<file path="src/design/mpcd_pkg.sv">
// package for the multi-protocol command deframer
// constants, codes and the crc step function; no dependencies
package mpcd_pkg;
  localparam int unsigned BufDepthDef   = 128;
  localparam int unsigned HeadLenDef    = 8;
  localparam int unsigned FaLenDef      = 7;
  localparam int unsigned A5LenDef      = 8;
  localparam int unsigned TermMinDef    = 3;
  localparam int unsigned TermMaxDef    = 16;
  localparam int unsigned MaxResults    = 64;

  localparam logic [7:0] SyncHead = 8'hAA;
  localparam logic [7:0] SyncFa   = 8'hFA;
  localparam logic [7:0] SyncA5   = 8'hA5;
  localparam logic [7:0] TermMask = 8'hF0;
  localparam logic [7:0] TermSync = 8'h80;
  localparam logic [7:0] TermEnd  = 8'hFF;
  localparam logic [7:0] ModeVar  = 8'h04;
  localparam logic [7:0] CmdVar   = 8'h00;

  localparam logic [15:0] CrcInit = 16'hFFFF;
  localparam logic [15:0] CrcPoly = 16'hA001;

  localparam int unsigned PosMode  = 2;
  localparam int unsigned PosCmd   = 3;
  localparam int unsigned PosLenHi = 5;
  localparam int unsigned PosLenLo = 6;

  typedef enum logic [1:0] {
    PROTO_HEAD = 2'd0,
    PROTO_FA   = 2'd1,
    PROTO_TERM = 2'd2,
    PROTO_A5   = 2'd3
  } proto_e;

  function automatic logic [15:0] crc_byte(logic [15:0] crc, logic [7:0] b);
    logic [15:0] c;
    c = crc ^ {8'h00, b};
    for (int k = 0; k < 8; k++) begin
      c = c[0] ? ((c >> 1) ^ CrcPoly) : (c >> 1);
    end
    return c;
  endfunction
endpackage

</file>
<file path="src/design/mpcd_ring.sv">
// ring buffer memory of the deframer, one write port and one registered read port
// depends on mpcd_pkg
module mpcd_ring #(
  parameter int unsigned BufDepth = mpcd_pkg::BufDepthDef,
  localparam int unsigned AW = $clog2(BufDepth)
) (
  input  logic          clk_i,
  input  logic          we_i,
  input  logic [AW-1:0] waddr_i,
  input  logic [7:0]    wdata_i,
  input  logic [AW-1:0] raddr_i,
  output logic [7:0]    rdata_o
);
  import mpcd_pkg::*;
  logic [7:0] mem [BufDepth];

  always_ff @(posedge clk_i) begin
    if (we_i) begin
      mem[waddr_i] <= wdata_i;
    end
    rdata_o <= mem[raddr_i];
  end
endmodule

</file>
<file path="src/design/multi_protocol_command_deframer.sv">
// multi-protocol command deframer, top level
// uses mpcd_pkg and mpcd_ring
//
// input channel: rx_byte_i with byte_present_i; byte_present_i 0 is a poll
// each accepted input appends its byte to the ring (or flags overflow when the
// ring is full), then a sequencer scans the held bytes from the read position
// through the single registered read port
// for a start candidate the sequencer gathers a header, walks a checksum, crc or
// terminator and then emits the frame bytes, each held until out_ready_i; a failed
// check drops the held bytes up to and including the start byte and restarts the
// scan
// a good frame is sent as one output transfer per byte with protocol_o and
// frame_last_o; an input that yields no frame but overflowed gives one transfer
// with byte_valid_o 0
// in_ready_o is high only in the idle state, so one input is taken at a time
// reset empties the ring and clears the pending variable length; ring contents
// are not cleared. when the receiver stalls, the block holds the current
// transfer and takes no input until the frame is delivered
module multi_protocol_command_deframer #(
  parameter int unsigned BufDepth = mpcd_pkg::BufDepthDef,
  parameter int unsigned HeadLen  = mpcd_pkg::HeadLenDef,
  parameter int unsigned FaLen    = mpcd_pkg::FaLenDef,
  parameter int unsigned A5Len    = mpcd_pkg::A5LenDef,
  parameter int unsigned TermMin  = mpcd_pkg::TermMinDef,
  parameter int unsigned TermMax  = mpcd_pkg::TermMaxDef
) (
  input  logic       clk_i,
  input  logic       rst_ni,
  input  logic       in_valid_i,
  output logic       in_ready_o,
  input  logic [7:0] rx_byte_i,
  input  logic       byte_present_i,
  output logic       out_valid_o,
  input  logic       out_ready_i,
  output logic [7:0] frame_byte_o,
  output logic       byte_valid_o,
  output logic [1:0] protocol_o,
  output logic       frame_last_o,
  output logic       overflow_o
);
  import mpcd_pkg::*;

  localparam int unsigned AW = $clog2(BufDepth);
  localparam int unsigned CW = AW + 1;
  localparam int unsigned Limit = (BufDepth / 2 < MaxResults) ? BufDepth / 2 : MaxResults;

  typedef enum logic [12:0] {
    S_IDLE  = 13'b0000000000001,
    S_SCAN  = 13'b0000000000010,
    S_CHAR  = 13'b0000000000100,
    S_HRD   = 13'b0000000001000,
    S_HDAT  = 13'b0000000010000,
    S_WRD   = 13'b0000000100000,
    S_WDAT  = 13'b0000001000000,
    S_JUDGE = 13'b0000010000000,
    S_ERD   = 13'b0000100000000,
    S_EDAT  = 13'b0001000000000,
    S_EOUT  = 13'b0010000000000,
    S_OVF   = 13'b0100000000000,
    S_DONE  = 13'b1000000000000
  } state_e;

  // walk kinds
  typedef enum logic [2:0] {
    W_XOR  = 3'd0,
    W_SUMF = 3'd1,
    W_SUMA = 3'd2,
    W_CRC  = 3'd3,
    W_TERM = 3'd4
  } walk_e;

  state_e state_q, state_d;
  walk_e  walk_q, walk_d;
  logic [AW-1:0] rd_q, rd_d, wr_q, wr_d;
  logic [CW-1:0] held_q, held_d;
  logic [15:0]   pend_q, pend_d;
  logic          ovf_q, ovf_d;
  logic [CW-1:0] i_q, i_d;       // scan offset
  logic [CW-1:0] k_q, k_d;       // offset within frame
  logic [CW-1:0] len_q, len_d;
  logic [7:0]    mode_q, mode_d, cmd_q, cmd_d, lhi_q, lhi_d, llo_q, llo_d;
  logic [15:0]   acc_q, acc_d;   // xor, sum or crc
  logic [7:0]    prev_q, prev_d;
  logic [1:0]    proto_q, proto_d;
  logic [7:0]    ob_q, ob_d;
  logic          olast_q, olast_d, ovld_q, ovld_d;
  logic          var_q, var_d;   // variable header whose xor is being checked

  logic          we;
  logic [AW-1:0] raddr;
  logic [7:0]    rdata;

  mpcd_ring #(.BufDepth(BufDepth)) u_ring (
    .clk_i  (clk_i),
    .we_i   (we),
    .waddr_i(wr_q),
    .wdata_i(rx_byte_i),
    .raddr_i(raddr),
    .rdata_o(rdata)
  );

  logic [CW-1:0] remain;
  logic [16:0]   vlen;
  logic [CW+1:0] idx;
  assign remain = held_q - i_q;
  assign in_ready_o = (state_q == S_IDLE);
  assign out_valid_o = (state_q == S_EOUT) || (state_q == S_OVF);
  assign frame_byte_o = ob_q;
  assign byte_valid_o = ovld_q;
  assign protocol_o = proto_q;
  assign frame_last_o = olast_q;
  assign overflow_o = ovf_q;

  always_comb begin
    state_d = state_q; walk_d = walk_q; rd_d = rd_q; wr_d = wr_q; held_d = held_q;
    pend_d = pend_q; ovf_d = ovf_q; i_d = i_q; k_d = k_q; len_d = len_q;
    mode_d = mode_q; cmd_d = cmd_q; lhi_d = lhi_q; llo_d = llo_q; acc_d = acc_q;
    prev_d = prev_q; proto_d = proto_q; ob_d = ob_q; olast_d = olast_q;
    ovld_d = ovld_q; var_d = var_q;
    we = 1'b0;
    vlen = 17'd0;
    idx = {2'b00, i_q} + {2'b00, k_q};
    raddr = rd_q + idx[AW-1:0];
    unique case (state_q)
      S_IDLE: begin
        if (in_valid_i) begin
          ovf_d = 1'b0;
          if (byte_present_i) begin
            if (held_q >= CW'(BufDepth)) begin
              ovf_d = 1'b1;
            end else begin
              we = 1'b1;
              wr_d = wr_q + AW'(1);
              held_d = held_q + CW'(1);
            end
          end
          i_d = '0;
          state_d = S_SCAN;
        end
      end
      S_SCAN: begin
        // restart point and per-offset read of the candidate start byte
        k_d = '0;
        if (i_q >= held_q) begin
          rd_d = rd_q + held_q[AW-1:0];
          held_d = '0;
          pend_d = '0;
          state_d = ovf_q ? S_OVF : S_DONE;
        end else begin
          raddr = rd_q + i_q[AW-1:0];
          state_d = S_CHAR;
        end
      end
      S_CHAR: begin
        acc_d = '0;
        if (rdata == SyncHead) begin
          k_d = CW'(PosMode);
          if (remain + CW'(1) >= CW'(HeadLen) && pend_q == 16'd0) begin
            state_d = S_HRD;
          end else begin
            state_d = S_JUDGE;
          end
        end else if (rdata == SyncFa) begin
          if (remain < CW'(FaLen)) begin
            state_d = S_DONE;
          end else begin
            len_d = CW'(FaLen); proto_d = PROTO_FA; walk_d = W_SUMF;
            k_d = CW'(2); state_d = S_WRD;
          end
        end else if (rdata == SyncA5) begin
          if (remain < CW'(A5Len)) begin
            state_d = S_DONE;
          end else begin
            len_d = CW'(A5Len); proto_d = PROTO_A5; walk_d = W_SUMA;
            k_d = CW'(1); state_d = S_WRD;
          end
        end else if ((rdata & TermMask) == TermSync) begin
          if (remain < CW'(TermMin)) begin
            state_d = S_DONE;
          end else begin
            proto_d = PROTO_TERM; walk_d = W_TERM;
            k_d = CW'(TermMin - 1); state_d = S_WRD;
          end
        end else begin
          i_d = i_q + CW'(1);
          state_d = S_SCAN;
        end
        if (state_d == S_DONE) begin
          rd_d = rd_q + i_q[AW-1:0];
          held_d = held_q - i_q;
        end
      end
      S_HRD: begin
        state_d = S_HDAT;
      end
      S_HDAT: begin
        // gather mode, command and length bytes
        if (k_q == CW'(PosMode)) begin
          mode_d = rdata; k_d = CW'(PosCmd); state_d = S_HRD;
        end else if (k_q == CW'(PosCmd)) begin
          cmd_d = rdata; k_d = CW'(PosLenHi); state_d = S_HRD;
        end else if (k_q == CW'(PosLenHi)) begin
          lhi_d = rdata; k_d = CW'(PosLenLo); state_d = S_HRD;
        end else begin
          llo_d = rdata;
          if (mode_q == ModeVar && cmd_q == CmdVar && remain >= CW'(HeadLen)) begin
            walk_d = W_XOR; len_d = CW'(HeadLen); k_d = '0; var_d = 1'b1;
            state_d = S_WRD;
          end else begin
            state_d = S_JUDGE;
          end
        end
      end
      S_WRD: begin
        state_d = S_WDAT;
      end
      S_WDAT: begin
        // one walk step per byte
        unique case (walk_q)
          W_XOR: begin
            if (k_q + CW'(1) == CW'(HeadLen)) begin
              if (acc_q[7:0] == rdata) begin
                pend_d = {lhi_q, llo_q};
                var_d = 1'b0;
                state_d = S_JUDGE;
              end else begin
                rd_d = rd_q + i_q[AW-1:0] + AW'(1);
                held_d = held_q - i_q - CW'(1);
                if (!var_q) pend_d = '0;
                var_d = 1'b0;
                i_d = '0; state_d = S_SCAN;
              end
            end else begin
              acc_d = acc_q ^ {8'h00, rdata};
              k_d = k_q + CW'(1); state_d = S_WRD;
            end
          end
          W_SUMF, W_SUMA: begin
            if (k_q + CW'(1) == len_q) begin
              if (acc_q[7:0] == rdata) begin
                k_d = '0; state_d = S_ERD;
              end else begin
                rd_d = rd_q + i_q[AW-1:0] + AW'(1);
                held_d = held_q - i_q - CW'(1);
                i_d = '0; state_d = S_SCAN;
              end
            end else begin
              acc_d = acc_q + {8'h00, rdata};
              k_d = k_q + CW'(1); state_d = S_WRD;
            end
          end
          W_CRC: begin
            if (k_q + CW'(2) < len_q) begin
              acc_d = crc_byte(acc_q, rdata);
              k_d = k_q + CW'(1); state_d = S_WRD;
            end else if (k_q + CW'(2) == len_q) begin
              prev_d = rdata; k_d = k_q + CW'(1); state_d = S_WRD;
            end else begin
              if (acc_q == {prev_q, rdata}) begin
                k_d = '0; state_d = S_ERD;
              end else begin
                rd_d = rd_q + i_q[AW-1:0] + AW'(1);
                held_d = held_q - i_q - CW'(1);
                i_d = '0; state_d = S_SCAN;
              end
            end
          end
          default: begin
            if (rdata == TermEnd) begin
              if (k_q + CW'(1) > CW'(TermMax)) begin
                rd_d = rd_q + i_q[AW-1:0] + AW'(1);
                held_d = held_q - i_q - CW'(1);
                i_d = '0; state_d = S_SCAN;
              end else begin
                len_d = k_q + CW'(1); k_d = '0; state_d = S_ERD;
              end
            end else if (k_q + CW'(1) < remain) begin
              k_d = k_q + CW'(1); state_d = S_WRD;
            end else if (remain >= CW'(TermMax)) begin
              rd_d = rd_q + i_q[AW-1:0] + AW'(1);
              held_d = held_q - i_q - CW'(1);
              i_d = '0; state_d = S_SCAN;
            end else begin
              rd_d = rd_q + i_q[AW-1:0];
              held_d = held_q - i_q;
              state_d = ovf_q ? S_OVF : S_DONE;
            end
          end
        endcase
      end
      S_JUDGE: begin
        // header length decision
        if (pend_q != 16'd0) begin
          vlen = {1'b0, pend_q} + 17'(HeadLen);
        end else if (remain + CW'(1) >= CW'(HeadLen) && mode_q == ModeVar
                     && cmd_q == CmdVar) begin
          vlen = {1'b0, lhi_q, llo_q} + 17'(HeadLen);
        end else begin
          vlen = 17'(HeadLen);
        end
        proto_d = PROTO_HEAD;
        if (vlen > 17'(Limit)) begin
          rd_d = rd_q + i_q[AW-1:0] + AW'(1);
          held_d = held_q - i_q - CW'(1);
          pend_d = '0; i_d = '0; state_d = S_SCAN;
        end else if (vlen > 17'(remain)) begin
          rd_d = rd_q + i_q[AW-1:0];
          held_d = held_q - i_q;
          state_d = ovf_q ? S_OVF : S_DONE;
        end else if (vlen == 17'(HeadLen)) begin
          len_d = CW'(HeadLen); walk_d = W_XOR; var_d = 1'b0;
          acc_d = '0; k_d = '0;
          state_d = S_WRD;
          // a good xor goes straight to emit through xor_fixed_ok; flag with len == headlen
          pend_d = '0;
          mode_d = 8'h00;
        end else begin
          pend_d = '0;
          len_d = vlen[CW-1:0];
          if (vlen - 17'(HeadLen) < 17'd2) begin
            rd_d = rd_q + i_q[AW-1:0] + AW'(1);
            held_d = held_q - i_q - CW'(1);
            i_d = '0; state_d = S_SCAN;
          end else begin
            walk_d = W_CRC; acc_d = CrcInit; k_d = CW'(HeadLen); state_d = S_WRD;
          end
        end
      end
      S_ERD: begin
        state_d = S_EDAT;
      end
      S_EDAT: begin
        ob_d = rdata; ovld_d = 1'b1;
        olast_d = (k_q + CW'(1) == len_q);
        state_d = S_EOUT;
      end
      S_EOUT: begin
        if (out_ready_i) begin
          if (olast_q) begin
            rd_d = rd_q + i_q[AW-1:0] + len_q[AW-1:0];
            held_d = held_q - i_q - len_q;
            state_d = S_IDLE;
          end else begin
            k_d = k_q + CW'(1); state_d = S_ERD;
          end
        end
      end
      S_OVF: begin
        if (out_ready_i) state_d = S_IDLE;
      end
      default: begin
        state_d = S_IDLE;
      end
    endcase
    if (state_d == S_DONE && ovf_q) state_d = S_OVF;
    if (state_q == S_OVF || state_d == S_OVF) begin
      ob_d = (state_d == S_OVF) ? 8'h00 : ob_d;
      ovld_d = (state_d == S_OVF) ? 1'b0 : ovld_d;
      olast_d = (state_d == S_OVF) ? 1'b0 : olast_d;
      proto_d = (state_d == S_OVF) ? PROTO_HEAD : proto_d;
    end
    if (state_q == S_DONE) state_d = S_IDLE;
  end

  // a fixed header with good xor: walk returns to judge with pend set; redirect
  logic xor_fixed_ok;
  assign xor_fixed_ok = (state_q == S_WDAT) && (walk_q == W_XOR) && !var_q
                        && (k_q + CW'(1) == CW'(HeadLen)) && (acc_q[7:0] == rdata);

  always_ff @(posedge clk_i or negedge rst_ni) begin
    if (!rst_ni) begin
      state_q <= S_IDLE;
      rd_q <= '0; wr_q <= '0; held_q <= '0; pend_q <= '0;
      ovf_q <= 1'b0; var_q <= 1'b0;
    end else begin
      state_q <= xor_fixed_ok ? S_ERD : state_d;
      rd_q <= rd_d; wr_q <= wr_d; held_q <= held_d;
      pend_q <= xor_fixed_ok ? 16'd0 : pend_d;
      ovf_q <= ovf_d; var_q <= var_d;
    end
  end

  always_ff @(posedge clk_i) begin
    walk_q <= walk_d; i_q <= i_d; len_q <= len_d;
    k_q <= xor_fixed_ok ? '0 : k_d;
    mode_q <= mode_d; cmd_q <= cmd_d; lhi_q <= lhi_d; llo_q <= llo_d;
    acc_q <= acc_d; prev_q <= prev_d; proto_q <= proto_d; ob_q <= ob_d;
    olast_q <= olast_d; ovld_q <= ovld_d;
  end
endmodule

</file>
<file path="config.mk">
export PLATFORM = sky130hd
export DESIGN_NAME = multi_protocol_command_deframer
export DESIGN_NICKNAME = d
export VERILOG_FILES = /design/src/design/mpcd_pkg.sv /design/src/design/mpcd_ring.sv /design/src/design/multi_protocol_command_deframer.sv
export SDC_FILE = /design/constraint.sdc
export NUM_CORES = 2
export LEC_CHECK = 0
export BUFFER_PORTS_ARGS = -buffer_cell sky130_fd_sc_hd__clkbuf_2
export CAP_MARGIN = 20
export CORE_MARGIN = 2
export CORE_UTILIZATION = 50
export CTS_BUF_LIST = sky130_fd_sc_hd__clkbuf_8
export DETAILED_ROUTE_END_ITERATION = 16
export PLACE_DENSITY = 0.68
export SLEW_MARGIN = 20
export SYNTH_ARGS = -nofsm -noshare
export SYNTH_HDL_FRONTEND = slang
export SYNTH_SLANG_ARGS = --single-unit
</file>
<file path="constraint.sdc">
create_clock -name clk_i -period 6.4 [get_ports clk_i]
set_input_delay 0.96 -clock clk_i [delete_from_list [all_inputs] [get_ports clk_i]]
set_output_delay 0.96 -clock clk_i [all_outputs]
set_load 0.01 [all_outputs]
</file>
==> flow_summary.toml <==
[die]
io_pins = 28
die_x_microns = 330.9
rows = 119
start_util_pct = 50.60
core-area_sq_mm = 0.1056
die_h_microns = 330.9
dieArea_sq_mm = 0.1095

[setup_path]
crit_type = "reg -> reg"
reg2reg_slack_ps = 510
critPathMaxFanout = 8
crit_required_ps = 6950
arrival_ps = 6440
critPathLaunchType = "register"
endpoint_kind = "register"

[timing]
setup_viol = 0
timing.final.hold_violations = 0
rsz0062_at_grt = "false"
slew_viol_final = 0
fmax_ghz = 0.1698
skew_ps = 58.17
finalSetupTns_ps = 0
min_period_ps = 5889
fin_crit_sh_pct = 92.01
maxSlewHeadroom_pct = 26.39
worst_pin_slew_ps = 1102

[yosys]
ys_types = 115
synth-async-reset-ratio_pct = 4.492
synth_top_cell_by_area = "edfxtp_1"
yosys.area.top_type_share_pct = 61.78
netlist_area_sq_mm = 0.05342
yosys_warnings = 0
synth_area_per_cell_sq_um = 11.78
ys.flop_type = "edfxtp_1"
netlist_instances = 4535
ys_seq_elements = 1180
syn_nets = 4652
synthTopCellsByArea = "edfxtp_1, nand2_1, nand3_1, dfrtp_1, ha_1"
seq_area_frac_synth_pct = 65.31
synth_edf_count = 1099

[cells_and_area]
nNetsFinal = 4726
design_area_sq_mm = 0.05869
syn2layout_area_growth_pct = 9.858
drive_gt1_share_pct = 9.311

[clocking]
hold_buffers = 0
cts_buffer_depth = 3
cts.sinks = 1180
root_buffer = "clkbuf_8"
cts_max_level = 4
clk-insertion-delay-late_ps = 880
numCtsBuffers = 187
cts_tree = "done"
path_clk_slew_ps = 70

[flow_run]
cap_violations = 0

[route]
route.vias.total = 37380
antenna_left = 0
drt-pass1-iter-count = 8
vias_per_cell = 6.088
wl_per_cell_microns = 23.95
wirelength_microns = 147100
route.detailed.drc = 0
drt_iter0_drc = 4442

[placement]
io_buffers = 27
routabilityCongestion = 0.9232
dp.final_hpwl_microns = 90900
placed_cell_area_sq_mm = 0.05530

[global_routing]
grt_max_degree = 112
grt_pass1_vias = 35410
antenna_found_initial = 3
grt_first_pass_wirelength_microns = 219600
gr-total-overflow = 0
track_usage_pct = 26.70

[status]
status = "finished clean"

[worst_hold_path]
holdCritPathClass = "in -> async"
==> metal layers <==
metal,GRT usage (%),vias up,routed length (microns)
li1,-,16880,-
met1,36.95,18270,59730
met2,42.51,1920,69440
met3,4.755,312,12860
met4,9.630,0,5048
met5,0,-,0
==> flip-flops by register name (all words and copies together), names as in the netlist, 7 cells and up <==
name / flops
u_ring.rdata_o: 8
state_q: 13
frame_byte_o: 8
prev_q: 8
rd_q: 7
lhi_q: 8
k_q: 8
i_q: 8
u_ring.mem: 1024
cmd_q: 8
wr_q: 7
acc_q: 16
pend_q: 16
llo_q: 8
mode_q: 8
len_q: 8
held_q: 8
==> cell usage in the layout, fill, tap and decap left out, types with 14 or more instances in the layout <==
cell | synthesis | layout
inv_1 | 81 | 140
and3_1 | 59 | 59
o31ai_1 | 18 | 18
xnor2_1 | 68 | 68
or3_1 | 18 | 18
clkbuf_8 | 0 | 199
a21o_1 | 19 | 19
a31oi_1 | 79 | 79
and2_1 | 20 | 19
edfxtp_1 | 1099 | 1099
nand4_1 | 60 | 60
nand2_1 | 1038 | 1038
o22ai_1 | 23 | 23
o21ai_0 | 92 | 92
xor2_1 | 34 | 33
nor4_1 | 18 | 16
o21ai_1 | 16 | 15
buf_4 | 7 | 106
a22oi_1 | 29 | 29
clkinv_1 | 2 | 38
clkinv_2 | 0 | 17
a21oi_1 | 140 | 140
dfxtp_1 | 28 | 28
nor2_1 | 232 | 231
nor2b_1 | 23 | 23
clkbuf_2 | 0 | 18
a211oi_1 | 15 | 15
nand2b_1 | 19 | 19
a32oi_1 | 26 | 26
nand3_1 | 489 | 488
or4_1 | 14 | 14
ha_1 | 91 | 90
a311oi_1 | 17 | 17
nor3_1 | 42 | 40
mux2i_1 | 98 | 95
dfrtp_1 | 52 | 52
==> worst paths after layout <==
kind,depth (start not counted),start,to
hold reg to reg,2,byte_valid_o,byte_valid_o
hold / removal,2,rst_ni,held_q[4]
setup reg to reg,25,held_q[0],acc_q[15]
min in group clk_i,3,byte_present_i,overflow_o
max in group asynchronous,2,rst_ni,rd_q[3]
setup / recovery,25,held_q[0],acc_q[15]
==> metrics by stage <==
| step | utilization (%) | hold WS [ps] | cells | setup WS [ps] |
|---|---|---|---|---|
| global route | 55.59 | 327.5 | 6140 | 4.774 |
| CTS | 55.56 | 264.6 | 6137 | 201.6 |
| detailed placement | 52.39 | 438.5 | 5810 | 232.4 |
| finish | 55.59 | 305.0 | 6140 | 511.1 |
| floorplan | - | 459.9 | 4535 | 671.3 |
| global placement | 52.37 | 434.2 | 5810 | 339.7 |
==> synth_stat cells (52+ instances only) <==
master / instances
a21oi_1: 140
a31oi_1: 79
and3_1: 59
buf_2: 99
clkbuf_1: 126
dfrtp_1: 52
edfxtp_1: 1099
ha_1: 91
inv_1: 81
mux2i_1: 98
nand2_1: 1038
nand3_1: 489
nand4_1: 60
nor2_1: 232
o21ai_0: 92
xnor2_1: 68
==> repair_timing <==
action	in CTS	in global routing
resized for setup	0	5
buffers inserted	0	1
setup endpoints to repair	0	51
==> cell families after synthesis <==
kind of cell | share of synthesized area, %
mux | 2.047
buf+inv | 2.712
compound gates | 7.926
xor+xnor | 1.745
fa+ha+maj | 2.637
flops | 65.31
simple gates | 17.62
==> cell type report <==
type	count	area, sq um
Antenna cell	2	5.005
Clock buffer	199	2739
Clock inverter	128	609.3
Fill cell	8709	46880
Inverter	85	319.1
Multi-Input combinational cell	3017	17230
Sequential cell	1180	34890
Tap cell	1391	1740
Timing Repair Buffer	138	1151
==> critical path, stage by stage, from the launching register on <==
cell and delay [ps]:
dfrtp_1 420, inv_1 140, ha_1 200, inv_1 60, fa_1 500, buf_4 180
ha_2 310, xnor3_1 470, nand2b_1 240, nand3_1 120, o31ai_1 110, a21oi_1 250
inv_1 70, ha_1 300, nor2b_1 140, o21a_1 150, o21ai_0 140, a21oi_1 80
o21ai_0 140, a21oi_1 80, and3b_1 250, and2_1 250, o211ai_4 200, a221o_1 430
a21oi_1 130, buf_4 200
Power is not shown: default switching activity piles up to over one toggle a cycle in this logic, so the estimate is an artifact.
